## src/hw/rtl/pid_pkg.sv

```systemverilog
// ----------------------------------------------------------------------------
// pid_pkg
// Shared codes, widths and control bundle for the pair index decoder.
// ----------------------------------------------------------------------------
package pid_pkg;

    localparam int CNT_BITS  = 16;  // member counts
    localparam int SRCH_BITS = 17;  // first member in triangle modes (<= 65536)
    localparam int SPAN_BITS = 18;  // 2R + 1
    localparam int REG_BITS  = 2;   // register index width
    localparam int MODE_BITS = 3;

    // mapping modes
    localparam logic [MODE_BITS-1:0] MODE_ZIP        = 3'd0;
    localparam logic [MODE_BITS-1:0] MODE_PRODUCT    = 3'd1;
    localparam logic [MODE_BITS-1:0] MODE_DIRECTED   = 3'd2;
    localparam logic [MODE_BITS-1:0] MODE_UPPER      = 3'd3;
    localparam logic [MODE_BITS-1:0] MODE_UPPER_DIAG = 3'd4;

    // register indexes
    localparam logic [REG_BITS-1:0] REG_MAP_MODE    = 2'd0;
    localparam logic [REG_BITS-1:0] REG_LEFT_COUNT  = 2'd1;
    localparam logic [REG_BITS-1:0] REG_RIGHT_COUNT = 2'd2;

    // control decoded from the configuration registers
    typedef struct packed {
        logic                  is_prod;   // product mode
        logic                  is_dir;    // directed mode
        logic                  is_tri;    // either triangle mode
        logic                  diag;      // triangle includes the diagonal
        logic                  div_zero;  // division has no valid divisor
        logic [CNT_BITS-1:0]   divisor;
        logic [SRCH_BITS-1:0]  upper;     // largest first member searched
        logic [SPAN_BITS-1:0]  twice;     // 2R + 1 or 2R - 1
    } t_ctl;

endpackage

```

## src/hw/rtl/pid_out.sv

```systemverilog
// ----------------------------------------------------------------------------
// pid_out
// Final stage: picks the pair for the mode and holds the result word.
// ----------------------------------------------------------------------------
module pid_out
    import pid_pkg::*;
#(
    parameter int RW = 32,
    parameter int IB = 32
) (
    input  logic                 i_clk,
    input  logic                 i_rst_n,
    input  logic                 i_en,
    input  t_ctl                 i_ctl,
    input  logic                 i_vld,
    input  logic [RW-1:0]        i_row,
    input  logic [RW-1:0]        i_quo,
    input  logic [CNT_BITS-1:0]  i_rem,
    input  logic [SRCH_BITS-1:0] i_srch,
    input  logic [RW-1:0]        i_pfx,
    output logic                 o_vld,
    output logic [31:0]          o_first,
    output logic [31:0]          o_second,
    output logic                 o_bad
);

    logic              r_vld, r_bad;
    logic [IB-1:0]     r_first, r_second;
    logic [IB-1:0]     n_first, n_second;
    logic              n_bad;
    logic [RW-1:0]     tri_second;
    logic [RW-1:0]     dir_second;

    // zip is the fallback, so the mode tests may all be false
    always_comb begin
        tri_second = RW'(i_srch) + RW'(!i_ctl.diag) + i_row - i_pfx;
        dir_second = RW'(i_rem) + RW'(RW'(i_rem) >= i_quo);
        n_bad      = 1'b0;
        n_first    = IB'(i_row);
        n_second   = IB'(i_row);
        if (i_ctl.is_prod || i_ctl.is_dir) begin
            if (i_ctl.div_zero) begin
                n_bad    = 1'b1;
                n_first  = '0;
                n_second = '0;
            end else begin
                n_first  = IB'(i_quo);
                n_second = i_ctl.is_dir ? IB'(dir_second) : IB'(i_rem);
            end
        end else if (i_ctl.is_tri) begin
            n_first  = IB'(i_srch);
            n_second = IB'(tri_second);
        end
    end

    always_ff @(posedge i_clk) begin
        if (!i_rst_n) begin
            r_vld <= 1'b0;
        end else if (i_en) begin
            r_vld <= i_vld;
        end
    end

    always_ff @(posedge i_clk) begin
        if (i_en) begin
            r_first  <= n_first;
            r_second <= n_second;
            r_bad    <= n_bad;
        end
    end

    assign o_vld    = r_vld;
    assign o_first  = 32'(r_first);
    assign o_second = 32'(r_second);
    assign o_bad    = r_bad;

endmodule

```

## config.mk

```make
export PLATFORM = sky130hd
export DESIGN_NAME = pid_out
export DESIGN_NICKNAME = d
export VERILOG_FILES = /design/src/hw/rtl/pid_pkg.sv /design/src/hw/rtl/pid_out.sv
export SDC_FILE = /design/constraint.sdc
export NUM_CORES = 1
export LEC_CHECK = 0
export BUFFER_PORTS_ARGS = -buffer_cell sky130_fd_sc_hd__clkbuf_2
export CORE_MARGIN = 3
export CORE_UTILIZATION = 50
export CTS_BUF_LIST = sky130_fd_sc_hd__clkbuf_16
export DETAILED_ROUTE_END_ITERATION = 10
export PLACE_DENSITY = 0.91
export SLEW_MARGIN = 0
export SYNTH_ARGS = -nofsm -noshare
export SYNTH_HDL_FRONTEND = slang
export SYNTH_SLANG_ARGS = --single-unit
```

## constraint.sdc

```tcl
create_clock -name i_clk -period 6.37 [get_ports i_clk]
set_clock_uncertainty 0.15 [all_clocks]
set_input_delay 0.9555 -clock i_clk [delete_from_list [all_inputs] [get_ports i_clk]]
set_output_delay 0.9555 -clock i_clk [all_outputs]
set_load 0.02 [all_outputs]
```

==> impl_metrics.py, run 1 <==
metrics = {
    "clock_tree": {
        "cts-root-buf": "clkbuf_16",
        "cts_tree": "built",
        "cts_made_buffers": 9,
        "insertion_delay_ns": 0.33,
        "hold_buffers": 0,
        "post_cts_buffers": 0,
        "clk_pin_slew_ns": 0.06,
        "cts.sink_count": 66,
        "cts_resized": 0,
        "clockBufferDepth": 2,
        "cts-htree-levels": 3,
    },
    "global_route": {
        "grt_pass1_wl_mm": 28.30,
        "grt_max_degree": 67,
        "grt_pass1_vias": 5693,
        "antenna_found_initial": 0,
        "grt_use_total": 0.2667,
        "overflow": 0,
    },
    "pwr": {
        "ir_drop_mv": 0.1485,
        "p_per_area_nw_per_um2": 224.0,
        "leakage_nw": 3.740,
    },
    "drt": {
        "via_per_inst": 5.757,
        "wl_mm": 18.35,
        "drt_pass1_iterations": 6,
        "drt_iter0_drc": 673,
        "drc_errors": 0,
        "postRouteAntennaNets": 0,
        "drt-wirelength-per-cell_um": 17.66,
        "vias": 5982,
    },
    "yosys": {
        "netlist_instances": 701,
        "synth.area.top_cells": "edfxtp_1 (32%), ha_1 (13%), inv_1 (6.3%), fa_1 (5.8%), a21oi_1 (5.2%)",
        "yosys-top-cells-count": "inv_1 (104), nand2_1 (68), edfxtp_1 (65)",
        "syn_area_per_cell_sq_um": 8.799,
        "syn_area_sq_um": 6168,
        "synthFlopType": "edfxtp_1",
        "synth_warnings": 0,
        "synth_fp_nets": 971,
        "synth_edf_count": 65,
        "synth.top_cell.area_share": 0.3164,
        "synth.most_common_cell": "inv_1",
        "synthArstFlopShare": 0,
        "synth.ff_latch_count": 66,
        "synth_cell_types": 57,
        "yosys.area.top_type": "edfxtp_1",
        "ys_seq_area_frac": 0.3197,
    },
    "critical_path": {
        "worst_ep_arrival_time_ns": 4.44,
        "crit_required_ns": 6.30,
        "cp-start-kind": "input pin",
        "critPathMaxFanout": 4,
        "critPathKind": "in -> reg",
        "end_kind": "flop",
    },
    "sta": {
        "final-setup-viol-count": 0,
        "fmax_ghz": 0.2218,
        "maxSlewHeadroom": 0.1817,
        "grt_setup_unrepaired": "no",
        "setup_tns_ns": 0,
        "finalCritPeriodShare": 0.7077,
        "hold_viol": 0,
        "worst_slack_ns": 1.862,
        "holdWs_ns": 0.3831,
        "finalMaxSlewViolations": 0,
        "worst_pin_slew_ns": 1.223,
        "min_period_ns": 4.508,
    },
    "floorplanning": {
        "die-area_sq_um": 13710,
        "ios": 255,
        "dieHeight_um": 117.1,
        "initial_core_util": 0.5267,
        "dieWidth_um": 117.1,
        "core_sq_um": 11710,
        "num_rows": 39,
    },
    "final_layout": {
        "n_fill_cell": 973,
        "fin_nets": 1161,
        "regArea_sq_um": 1972,
        "diodes": 0,
        "layout.cells.non_filler": 1039,
        "drive_gt1_frac": 0.2589,
        "area_growth_syn_to_layout_pct": 22.43,
        "multi_input_area_sq_um": 3676,
    },
    "placement": {
        "gp_congestion": 0.9614,
        "io_buffer_count": 203,
        "dp.cells": 1023,
        "dp_hpwl_mm": 15.10,
        "post-place-ws_ns": 1.616,
    },
    "outcome": {
        "status": "completed",
    },
    "hold_path": {
        "hold_class": "reg -> reg",
    },
    "job": {
        "maxCapViolCount": 0,
    },
}
-- power breakdown --
group,switching [W],total (W),internal [W]
Combinational,0.000406,0.000664,0.000257
Sequential,0.0000129,0.000541,0.000528
Clock,0.000186,0.000488,0.000302
Total,0.000605,0.00169,0.00109
-- metrics by stage --
stage                 util  cell area (sq um)  power [W]
floorplan                -               6168  0.0009923
detailed placement  0.6196               7256   0.001199
CTS                 0.6449               7552   0.001688
finish              0.6449               7552   0.001692
global placement    0.6196               7256   0.001178
global route        0.6449               7552   0.001777
-- sequential cells by signal, indices dropped and copies added, names as in the netlist --
signal,count
o_bad,1
o_second,32
o_vld,1
o_first,32
-- per-layer routing --
metal	routed length, um	share of wire	global-route usage
met5	0	0	0
met4	514	0.028	0.09174
met3	1798	0.098	0.05553
met2	8646	0.47	0.4247
met1	7394	0.40	0.3632
-- final timing paths --
check,startpoint,endpoint,slack [ns],depth (start not counted)
worst max-delay path,i_rem[0],o_second[15],1.86,21
worst min-delay path,o_vld,o_vld,0.38,2
worst max register to register,o_vld,o_vld,5.62,2
worst min register to register,o_vld,o_vld,0.38,2
-- cell families after synthesis --
kind of cell    Yosys count  synth area share
xor+xnor                 43           0.06105
mux                       4          0.006491
compound gates          196            0.2037
flops                    66            0.3197
buf+inv                 131           0.08438
fa+ha+maj                81            0.1862
simple gates            180            0.1385
-- cell type report --
cell class,instances,area share
clock buffers,9,0.02982
clock inverters,7,0.009443
inverters,104,0.05169
multi-input cells,504,0.4867
flip-flops and latches,66,0.2611
well taps,143,0.02369
repair buffers,206,0.1375
-- layout by cell type (no fill, tap or decap), types with 5 or more instances in the layout --
cell type / count
a21oi_1: 64
inv_1: 105
nand3_1: 14
o21bai_1: 7
and3_1: 6
o22ai_1: 15
a21o_1: 16
clkbuf_2: 203
or3_1: 12
nor2_1: 39
o21a_1: 5
nand2b_1: 5
o31ai_1: 5
fa_1: 18
ha_1: 63
clkbuf_16: 9
xnor2_1: 23
nand2_1: 68
o21ai_0: 51
xor2_1: 20
nand4_1: 11
edfxtp_1: 65
-- critical path: stages --
cell and delay [ns]:
clkbuf_2 0.13, inv_1 0.06, ha_1 0.26, nand2b_1 0.15, a21o_1 0.18, a21o_1 0.17, a21o_1 0.17, a21o_1 0.19
a2111oi_0 0.45, o31ai_1 0.17, a221oi_1 0.34, nor3_1 0.14, ha_1 0.23, nand2_1 0.10, nor2_1 0.08, and2_1 0.21
nand3_1 0.11, xor2_1 0.15, nor2_1 0.05, nor2_1 0.09, a21oi_1 0.04
Note: power is estimated with default switching activity, not from simulation.
==> run 2: changes to the inputs <==
- CORE_UTILIZATION: 50 -> 45
- PLACE_DENSITY: 0.91 -> 0.87
- clock period: 6.37 -> 3.7 ns (I/O delays scaled with it)
==> run 2 against run 1 <==
Cell count rose by 8.2%. Largest cell class unchanged. Total power increased by 78%. Count of clock-buffer cells in the layout unchanged. Critical path type unchanged. Largest power group unchanged.
==> impl_metrics.py, run 2 (synthesized netlist as in run 1, its figures left out) <==
metrics = {
    "hold_path": {
        "min_to": "o_vld",
        "hold_depth": 2,
        "worstHoldStart": "i_rst_n",
        "hold_class": "in -> reg",
    },
    "critical_path": {
        "end_kind": "flop",
        "critPathMaxFanout": 4,
        "cp-start-kind": "input pin",
        "worst_ep_arrival_time_ns": 3.50,
        "r2r_cells": 2,
        "crit-reg2reg-launch": "o_vld",
        "crit_required_ns": 3.62,
        "r2r-end": "o_vld",
        "r2r_slack_ns": 2.96,
        "critPathKind": "in -> reg",
    },
    "clock_tree": {
        "cts_made_buffers": 9,
        "cts_tree": "built",
        "post_cts_buffers": 0,
        "cts.sink_count": 66,
        "cts-htree-levels": 3,
        "clockBufferDepth": 2,
        "clk_pin_slew_ns": 0.06,
        "cts-root-buf": "clkbuf_16",
        "insertion_delay_ns": 0.34,
    },
    "floorplanning": {
        "core_sq_um": 13350,
        "dieWidth_um": 123.1,
        "dieHeight_um": 123.1,
        "die-area_sq_um": 15150,
        "ios": 255,
        "initial_core_util": 0.4621,
        "num_rows": 42,
    },
    "final_layout": {
        "layout_commonest_cell": "clkbuf_2",
        "n_fill_cell": 1138,
        "fin_nets": 1213,
        "drive_gt1_frac": 0.3143,
        "layout.cells.non_filler": 1124,
        "fin_util": 0.6021,
        "area_growth_syn_to_layout_pct": 30.28,
        "diodes": 0,
        "most-common-layout-cells": "clkbuf_2 (202), inv_1 (104), nand2_1 (67)",
    },
    "placement": {
        "dp_hpwl_mm": 15.59,
        "gp_congestion": 0.9402,
        "io_buffer_count": 203,
        "dp.cells": 1108,
    },
    "global_route": {
        "grt_pass1_vias": 5920,
        "overflow": 0,
        "grt_use_total": 0.2560,
        "antenna_found_initial": 0,
        "grt_max_degree": 46,
        "grt_pass1_wl_mm": 29.75,
    },
    "sta": {
        "maxSlewHeadroom": 0.3830,
        "worst_pin_slew_ns": 0.9255,
        "fmax_ghz": 0.2794,
        "hold_viol": 0,
        "min_period_ns": 3.579,
        "setup_tns_ns": 0,
        "finalCritPeriodShare": 0.9673,
        "final-setup-viol-count": 0,
        "finalMaxSlewViolations": 0,
    },
    "drt": {
        "drt_iter0_drc": 669,
        "via_per_inst": 5.469,
        "postRouteAntennaNets": 0,
        "drt-wirelength-per-cell_um": 17.25,
        "vias": 6147,
        "wl_mm": 19.39,
        "drc_errors": 0,
        "drt_pass1_iterations": 5,
    },
    "job": {
        "maxCapViolCount": 0,
    },
    "outcome": {
        "status": "completed",
    },
    "pwr": {
        "fin_total_pwr_w": 0.003012,
        "ir_drop_mv": 0.2618,
        "p_per_area_nw_per_um2": 374.8,
        "leakage_nw": 3.989,
    },
}
[run 2: cell type report]
class | count | area, sq um | area share
multi-input cells | 504 | 3755 | 0.4672
flip-flops and latches | 66 | 1972 | 0.2454
repair buffers | 258 | 1429 | 0.1778
inverters | 104 | 390.4 | 0.04858
clock buffers | 9 | 225.2 | 0.02802
well taps | 176 | 220.2 | 0.02740
clock inverters | 7 | 45.04 | 0.005605
[run 2: what timing repair did]
action                                  CTS  global route
resized for setup                         3            11
pin swaps                                 3            13
hold buffers                              0             0
endpoints found under the setup margin    4            16
gates cloned                              0             0
[run 2: report_power, final]
part	switching, W	internal [W]
clock	0.000355	0.000451
combinational	0.000735	0.000543
sequential	0.0000202	0.000907
[run 2: per-layer routing]
layer  track usage  share of wire  vias to the layer above
li1              -              -                     2943
met1        0.3522           0.41                     2810
met2        0.3946           0.45                      329
met3       0.05627           0.10                       65
met4        0.1003          0.037                        0
met5             0              0                        -
[run 2: worst max-delay path by stage]
stage,slack (ns),endpoint,start
2_1_floorplan,-0.004,o_second[10],i_rem[0]
3_3_place_gp,-0.32,o_second[12],i_rem[0]
3_5_place_dp,-0.35,o_second[15],i_rem[0]
4_1_cts,0.0008,o_second[30],i_row[1]
5_1_grt,-0.04,o_second[15],i_rem[0]
6_report,0.12,o_second[15],i_rem[0]
[run 2: through the flow]
step / setup slack [ns] / hold WS (ns) / cell area [sq um]
finish: 0.1209 / 0.2774 / 8036
global route: -0.03819 / 0.3080 / 8036
CTS: 0.0007745 / 0.2847 / 7984
detailed placement: -0.3461 / 0.3672 / 7701
global placement: -0.3179 / 0.3451 / 7701
floorplan: -0.004405 / 0.4393 / 6182
[run 2: critical path: stages]
cell	delay [ns]
clkbuf_2	0.09
inv_1	0.04
ha_1	0.26
nand2b_4	0.13
a21o_1	0.17
a21o_1	0.17
a21o_1	0.17
a21o_1	0.19
a2111oi_4	0.31
o31ai_2	0.11
a221oi_2	0.31
nor3_2	0.10
ha_2	0.20
nand2_2	0.06
nor2_1	0.06
and2_4	0.15
nand3_2	0.08
xor2_1	0.13
nor2_1	0.05
nor2_1	0.12
a21oi_1	0.05
