### config.mk
export PLATFORM = sky130hd
export DESIGN_NAME = pid_stage
export DESIGN_NICKNAME = d
export VERILOG_FILES = /design/src/hw/rtl/pid_pkg.sv /design/src/hw/rtl/pid_stage.sv
export SDC_FILE = /design/constraint.sdc
export NUM_CORES = 1
export LEC_CHECK = 0
export BUFFER_PORTS_ARGS = -buffer_cell sky130_fd_sc_hd__buf_2
export CORE_ASPECT_RATIO = 1.75
export CORE_MARGIN = 2
export CORE_UTILIZATION = 48
export DETAILED_ROUTE_END_ITERATION = 7
export GPL_TIMING_DRIVEN = 0
export PLACE_DENSITY = 0.78
export SYNTH_ARGS = -nofsm -noshare
export SYNTH_HDL_FRONTEND = slang
export SYNTH_SLANG_ARGS = --single-unit
### constraint.sdc
create_clock -name i_clk -period 27.9 [get_ports i_clk]
set_clock_uncertainty 0.05 [all_clocks]
set_input_delay 1.395 -clock i_clk [delete_from_list [all_inputs] [get_ports i_clk]]
set_output_delay 1.395 -clock i_clk [all_outputs]
set_load 0.02 [all_outputs]
### src/hw/rtl/pid_pkg.sv
// ----------------------------------------------------------------------------
// pid_pkg
// Shared codes, widths and control bundle for the pair index decoder.
// ----------------------------------------------------------------------------
package pid_pkg;

    localparam int CNT_BITS  = 16;  // member counts
    localparam int SRCH_BITS = 17;  // first member in triangle modes (<= 65536)
    localparam int SPAN_BITS = 18;  // 2R + 1
    localparam int REG_BITS  = 2;   // register index width
    localparam int MODE_BITS = 3;

    // mapping modes
    localparam logic [MODE_BITS-1:0] MODE_ZIP        = 3'd0;
    localparam logic [MODE_BITS-1:0] MODE_PRODUCT    = 3'd1;
    localparam logic [MODE_BITS-1:0] MODE_DIRECTED   = 3'd2;
    localparam logic [MODE_BITS-1:0] MODE_UPPER      = 3'd3;
    localparam logic [MODE_BITS-1:0] MODE_UPPER_DIAG = 3'd4;

    // register indexes
    localparam logic [REG_BITS-1:0] REG_MAP_MODE    = 2'd0;
    localparam logic [REG_BITS-1:0] REG_LEFT_COUNT  = 2'd1;
    localparam logic [REG_BITS-1:0] REG_RIGHT_COUNT = 2'd2;

    // control decoded from the configuration registers
    typedef struct packed {
        logic                  is_prod;   // product mode
        logic                  is_dir;    // directed mode
        logic                  is_tri;    // either triangle mode
        logic                  diag;      // triangle includes the diagonal
        logic                  div_zero;  // division has no valid divisor
        logic [CNT_BITS-1:0]   divisor;
        logic [SRCH_BITS-1:0]  upper;     // largest first member searched
        logic [SPAN_BITS-1:0]  twice;     // 2R + 1 or 2R - 1
    } t_ctl;

endpackage

### src/hw/rtl/pid_stage.sv
// ----------------------------------------------------------------------------
// pid_stage
// One pipeline step: one restoring-division quotient bit and, for the low
// bit positions, one bit of the triangle search.
// ----------------------------------------------------------------------------
module pid_stage
    import pid_pkg::*;
#(
    parameter int RW  = 32,   // row / quotient width
    parameter int POS = 0     // bit worked on in this step
) (
    input  logic                 i_clk,
    input  logic                 i_rst_n,
    input  logic                 i_en,
    input  t_ctl                 i_ctl,
    input  logic                 i_vld,
    input  logic [RW-1:0]        i_row,
    input  logic [RW-1:0]        i_quo,
    input  logic [CNT_BITS-1:0]  i_rem,
    input  logic [SRCH_BITS-1:0] i_srch,
    input  logic [RW-1:0]        i_pfx,
    output logic                 o_vld,
    output logic [RW-1:0]        o_row,
    output logic [RW-1:0]        o_quo,
    output logic [CNT_BITS-1:0]  o_rem,
    output logic [SRCH_BITS-1:0] o_srch,
    output logic [RW-1:0]        o_pfx
);

    localparam int PW = SRCH_BITS + SPAN_BITS;

    logic                 r_vld;
    logic [RW-1:0]        r_row, r_quo, r_pfx;
    logic [CNT_BITS-1:0]  r_rem;
    logic [SRCH_BITS-1:0] r_srch;

    logic [RW-1:0]        n_quo, n_pfx;
    logic [CNT_BITS-1:0]  n_rem;
    logic [SRCH_BITS-1:0] n_srch;
    logic [CNT_BITS:0]    sh;
    logic                 ge;

    // restoring division step
    always_comb begin
        sh    = {i_rem, i_row[POS]};
        ge    = sh >= {1'b0, i_ctl.divisor};
        n_rem = ge ? CNT_BITS'(sh - {1'b0, i_ctl.divisor}) : CNT_BITS'(sh);
        n_quo = i_quo;
        n_quo[POS] = ge;
    end

    // triangle search step: keep the bit if the candidate stays within upper and its prefix still fits under row
    generate
        if (POS < SRCH_BITS) begin : g_srch
            logic [SRCH_BITS-1:0] cand;
            logic [SPAN_BITS-1:0] span;
            logic [PW-1:0]        prod;
            logic                 take;
            always_comb begin
                cand = i_srch | (SRCH_BITS'(1) << POS);
                span = i_ctl.twice - {1'b0, cand};
                prod = PW'(cand) * PW'(span);
                take = (cand <= i_ctl.upper) && ((prod >> 1) <= PW'(i_row));
                n_srch = take ? cand : i_srch;
                n_pfx  = take ? RW'(prod >> 1) : i_pfx;
            end
        end else begin : g_pass
            assign n_srch = i_srch;
            assign n_pfx  = i_pfx;
        end
    endgenerate

    always_ff @(posedge i_clk) begin
        if (!i_rst_n) begin
            r_vld <= 1'b0;
        end else if (i_en) begin
            r_vld <= i_vld;
        end
    end

    always_ff @(posedge i_clk) begin
        if (i_en) begin
            r_row  <= i_row;
            r_quo  <= n_quo;
            r_rem  <= n_rem;
            r_srch <= n_srch;
            r_pfx  <= n_pfx;
        end
    end

    assign o_vld  = r_vld;
    assign o_row  = r_row;
    assign o_quo  = r_quo;
    assign o_rem  = r_rem;
    assign o_srch = r_srch;
    assign o_pfx  = r_pfx;

endmodule

==> impl_metrics.csv, run 1 <==
group,metric,value,unit
die,initial_utilization,48.85,%
global_route,antenna_found_initial,1,
sta,hold_viol_final,0,
global_route,track_usage,28.13,%
synthesis,async_flop_share,0,%
die,io_pins,319,
clock_network,post_cts_resized,0,
layout,drive_gt1_share,18.48,%
sta,tightest_slew,1.438,ns
worst_hold_path,hold_depth,2,
setup_path,crit_path_end_kind,"flip-flop",
detailed_routing,top_layer,"met4",
clock_network,cts_setup_buffers,0,
setup_path,path_depth,43,
detailed_routing,wl_per_cell,20.59,um
worst_hold_path,hold_path.class,"reg -> reg",
detailed_routing,ant_nets,0,
setup_path,crit_type,"in -> reg",
die,dieArea,0.03676,mm2
placed_design,place_congestion,0.9714,
setup_path,crit_buf_inv,10,
synthesis,yosys_warnings,0,
synthesis,synthesis.area,0.01689,mm2
global_route,grt_first_pass_wirelength,78.16,mm
global_route,grt-ovfl-total,0,
detailed_routing,drtIter0Drc,607,
detailed_routing,wl_met2,27.83,mm
detailed_routing,routed_via_density,5.401,
layout,fill_cells,3006,
die,die_h,252.1,um
flow_run,cap_violations,0,
setup_path,critPathSlowestCell,"xnor2_1",
setup_path,cpPeakStageDelay,0.96,ns
sta,maxSlewHeadroom,3.422,%
sta,grt_setup_unrepaired,"false",
sta,finalCriticalPeriod,14.48,ns
synthesis,synth_seq_cells,130,
clock_network,cts_tree,"yes",
synthesis,yosys_most_used_dff,"edfxtp_1",
die,rows,90,
layout,fin_nets,2652,
synthesis,syn_nets,2320,
sta,drv_slew,0,
clock_network,ctsRootBufferMaster,"clkbuf_16",
clock_network,clkLatencyLatePin,0.42,ns
placed_design,dp.cells,2474,
die,die_w,145.8,um
clock_network,cts_hold_buffers,0,
clock_network,clk_path_buf_depth,2,
global_route,grt_pass1_vias,14330,
placed_design,place_ws,12.96,ns
sta,fin_crit_sh,51.91,%
setup_path,r2r_cells,2,
layout,synthToLayoutAreaGrowth,16.36,%
setup_path,cp_data_required_time,28.02,ns
synthesis,avgSynthCellArea,9.929,um2
synthesis,yosys.cell_types.count,56,
setup_path,critPathArrivalTime,14.60,ns
die,coreArea,0.03457,mm2
sta,finalSetupTns,0,ns
detailed_routing,wl_met3,2.756,mm
global_route,grt_start_max_net_pins,91,
sta,setup_slack,13.42,ns
detailed_routing,drc,0,
clock_network,cts_max_level,4,
clock_network,cts.sinks,130,
detailed_routing,wl,51.59,mm
clock_network,numCtsBuffers,17,
detailed_routing,detail_route.first_pass.iterations,5,
sta,fmax,0.06904,GHz
placed_design,port_buffers,312,
sta,setup-violations-final,0,
status,status,"finished clean",
detailed_routing,num_vias,13530,
detailed_routing,wl_met1,17.13,mm
synthesis,postSynthCellCount,1701,
setup_path,worstPathMaxFanout,10,
setup_path,critPathLaunchType,"primary input",
setup_path,path_delay_family,"adder cells",
layout,finalNonFillerCells,2506,
synthesis,synth_edf_count,129,
setup_path,cp_common_cell,"fa_1",
clock_network,clkSlewWorstSetupHoldPaths,0.06,ns
placed_design,hpwl,43.89,mm
synthesis,synth_seq_area_share,23.06,%
layout by cell type, fill, tap and decap left out, types with 10 or more instances in the layout:
master       n
xor2_1      17
nor3_1      12
xnor2_1     39
o21a_1      10
clkbuf_16   17
nand2_1    179
fa_1       241
a31oi_1     17
a21oi_1     63
o21ai_0     23
nand3_1     12
mux2_1      11
and2_1      59
ha_1       189
edfxtp_1   129
mux2_4      18
clkbuf_1    36
buf_2      311
nor2_1     112
a21o_1      41
nand4_1     15
inv_1      373
sequential cells by signal (all words and copies together) (netlist names):
| signal | cells |
|---|---|
| o_quo | 32 |
| o_vld | 1 |
| o_row | 32 |
| o_rem | 16 |
| o_srch | 17 |
| o_pfx | 32 |
final cells by class:
type                       count  area [um2]  share of cell area (%)
timing repair buffer         313        1595                   8.118
antenna                        1       2.502                 0.01273
buffer                        40       172.7                  0.8786
clock buffer                  17       425.4                   2.165
clock inverter                14       163.9                  0.8341
multi-input combinational   1149       11390                   57.95
inverter                     382        1434                   7.297
sequential                   130        3894                   19.81
tap                          460       575.6                   2.929
cells by family (layout without fill, tap and decap cells):
logic type | count (synthesis) | in the layout | share of synthesized area [%]
compound gates | 199 | 199 | 7.631
mux | 37 | 37 | 2.852
other cells | 0 | 1 | 0
fa+ha+maj | 430 | 430 | 42.57
buf+inv | 422 | 766 | 9.513
simple gates | 427 | 427 | 11.48
flops | 130 | 130 | 23.06
xor+xnor | 56 | 56 | 2.904
per-layer routing:
| metal | vias up | track usage [%] |
|---|---|---|
| li1 | 6101 | - |
| met1 | 6634 | 28.18 |
| met3 | 167 | 3.213 |
| met5 | - | 0 |
| met2 | 632 | 54.16 |
| met4 | 0 | 18.38 |
final timing paths:
check / startpoint / slack (ns) / to
min: o_vld / 0.47 / o_vld
min reg2reg: o_vld / 0.47 / o_vld
max: i_srch[5] / 13.42 / o_pfx[21]
max reg2reg: o_vld / 27.26 / o_vld
synth_stat cells (23+ instances only):
cell type,instances,area share (%)
o21ai_0,23,0.68
and2_1,59,2.2
edfxtp_1,129,23
a21oi_1,63,1.9
clkbuf_1,36,0.80
nor2_1,112,2.5
xnor2_1,39,2.0
nand2_1,179,4.0
a21o_1,41,1.8
fa_1,241,29
ha_1,189,14
inv_1,373,8.3
through the flow:
step	hold slack, ns	area (um2)	utilization [%]
2_1_floorplan	0.5393	16890	-
3_3_place_gp	0.4413	19030	55.03
3_5_place_dp	0.4674	19060	55.13
4_1_cts	0.4813	19650	56.84
5_1_grt	0.5284	19650	56.84
6_report	0.4747	19650	56.84
worst register-to-register path: stages (launching register included):
cell	delay, ns
dfxtp_1	0.31
mux2i_1	0.12
nor2b_1	0.06
Power of run 1 is not shown: default switching activity piles up to over one toggle a cycle in this logic, so the estimate is an artifact.
==> inputs of run 2 (changes only) <==
--- a/config.mk
+++ b/config.mk
@@ -11,7 +11,7 @@
 export CORE_UTILIZATION = 48
 export DETAILED_ROUTE_END_ITERATION = 7
 export GPL_TIMING_DRIVEN = 0
-export PLACE_DENSITY = 0.78
+export PLACE_DENSITY = 0.8
 export SYNTH_ARGS = -nofsm -noshare
 export SYNTH_HDL_FRONTEND = slang
 export SYNTH_SLANG_ARGS = --single-unit
==> constraint.sdc (replaced) <==
create_clock -name i_clk -period 12.2 [get_ports i_clk]
set_clock_uncertainty 0.05 [all_clocks]
set_input_delay 0.61 -clock i_clk [delete_from_list [all_inputs] [get_ports i_clk]]
set_output_delay 0.61 -clock i_clk [all_outputs]
set_load 0.02 [all_outputs]
==> run 2 against run 1 <==
Die area unchanged. Hold slack worse by 0.16 ns. Sequential share of layout area down 0.23 points. Wire length down 0.37%. Utilization up 0.66 points. Sequential cell count unchanged. Design area up 1.2%. Global-route usage up 0.15 points. First-iteration DRC count up 16%. Via count up 0.32%. Critical path type unchanged. Largest cell class unchanged. Highest routed layer unchanged.
==> impl_metrics.csv, run 2 (same netlist as run 1, synthesis figures left out) <==
group,metric,value,unit
detailed_routing,wl_per_cell,20.41,um
sta,maxSlewHeadroom,20.07,%
sta,fmax,0.08567,GHz
sta,setup-violations-final,0,
detailed_routing,num_vias,13580,
clock_network,ctsRootBufferMaster,"clkbuf_16",
layout,fin_nets,2662,
die,coreArea,0.03457,mm2
die,rows,90,
die,io_pins,319,
global_route,grt_pass1_vias,14550,
clock_network,clkLatencyLatePin,0.42,ns
placed_design,port_buffers,312,
clock_network,clkSlewWorstSetupHoldPaths,0.06,ns
setup_path,crit_path_end_kind,"flip-flop",
die,die_h,252.1,um
placed_design,hpwl,43.50,mm
sta,finalCriticalPeriod,11.67,ns
global_route,grt_start_max_net_pins,91,
die,dieArea,0.03676,mm2
sta,finalSetupTns,0,ns
setup_path,critPathSlowestCell,"xor2_2",
clock_network,cts_tree,"yes",
placed_design,dpl_cell_area,0.01906,mm2
sta,whs,0.3149,ns
global_route,grt_first_pass_wirelength,78.89,mm
setup_path,cp_common_cell,"fa_1",
sta,fin_crit_sh,95.68,%
setup_path,cp_data_required_time,12.31,ns
global_route,grt-ovfl-total,0,
clock_network,numCtsBuffers,17,
layout,drive_gt1_share,19.94,%
detailed_routing,detail_route.first_pass.iterations,5,
die,initial_utilization,48.85,%
detailed_routing,drtIter0Drc,705,
setup_path,path_delay_family,"adder cells",
clock_network,cts_max_level,4,
clock_network,cts.sinks,130,
placed_design,place_congestion,0.9925,
die,die_w,145.8,um
setup_path,crit_type,"in -> reg",
layout,final_cell_mix,"inv_1 (372), buf_2 (311), fa_1 (241)",
clock_network,clk_path_buf_depth,2,
layout,final_area,0.01988,mm2
sta,hold_viol_final,0,
setup_path,worstPathMaxFanout,11,
detailed_routing,wl,51.40,mm
layout,final_common_cell,"inv_1",
clock_network,cts_hold_buffers,0,
setup_path,cpPeakStageDelay,0.61,ns
flow_run,cap_violations,0,
global_route,track_usage,28.28,%
setup_path,critPathLaunchType,"primary input",
worst_hold_path,hold_path.class,"in -> reg",
layout,synthToLayoutAreaGrowth,17.71,%
detailed_routing,routed_via_density,5.392,
setup_path,critPathArrivalTime,11.79,ns
sta,tightest_slew,1.190,ns
global_route,antenna_found_initial,2,
status,status,"finished clean",
detailed_routing,ant_nets,0,
sta,drv_slew,0,
setup_path,crit_buf_inv,9,
detailed_routing,drc,0,
[run 2: per-layer routing]
metal  vias up  part of all wire, %  track usage (%)
met2       640                   54            53.88
met1      6647                   33            27.94
li1       6109                    -                -
met5         -                    0                0
met3       181                  5.4            3.484
met4         0                  7.9            20.22
[run 2: per-stage QoR]
stage / std cells / util, % / setup slack, ns
6_report: 2518 / 57.50 / 0.5273
3_5_place_dp: 2474 / 55.13 / -1.789
3_3_place_gp: 2473 / 55.03 / -1.709
5_1_grt: 2518 / 57.50 / -0.007174
2_1_floorplan: 1701 / - / 1.375
4_1_cts: 2507 / 57.04 / 0.004694
[run 2: path summary, 6_finish.rpt]
| check | depth (start not counted) | start | to | slack [ns] |
|---|---|---|---|---|
| max reg2reg | 2 | o_vld | o_vld | 11.56 |
| min reg2reg | 2 | o_vld | o_vld | 0.48 |
| max | 42 | i_srch[6] | o_pfx[21] | 0.53 |
| min | 1 | i_quo[18] | o_quo[18] | 0.31 |
[run 2: final cells by class]
cell class	count	area, um2
Antenna cell	2	5.005
Buffer	36	160.2
Clock buffer	19	432.9
Clock inverter	13	137.6
Fill cell	2997	14690
Inverter	382	1445
Multi-Input combinational cell	1149	11520
Sequential cell	130	3894
Tap cell	460	575.6
Timing Repair Buffer	327	1713
[run 2: timing repair]
item | CTS | global route
pin swaps | 2 | 3
setup buffers | 3 | 11
setup endpoints to repair | 33 | 33
resized for setup | 9 | 17
Power of run 2 is left out for the same reason.
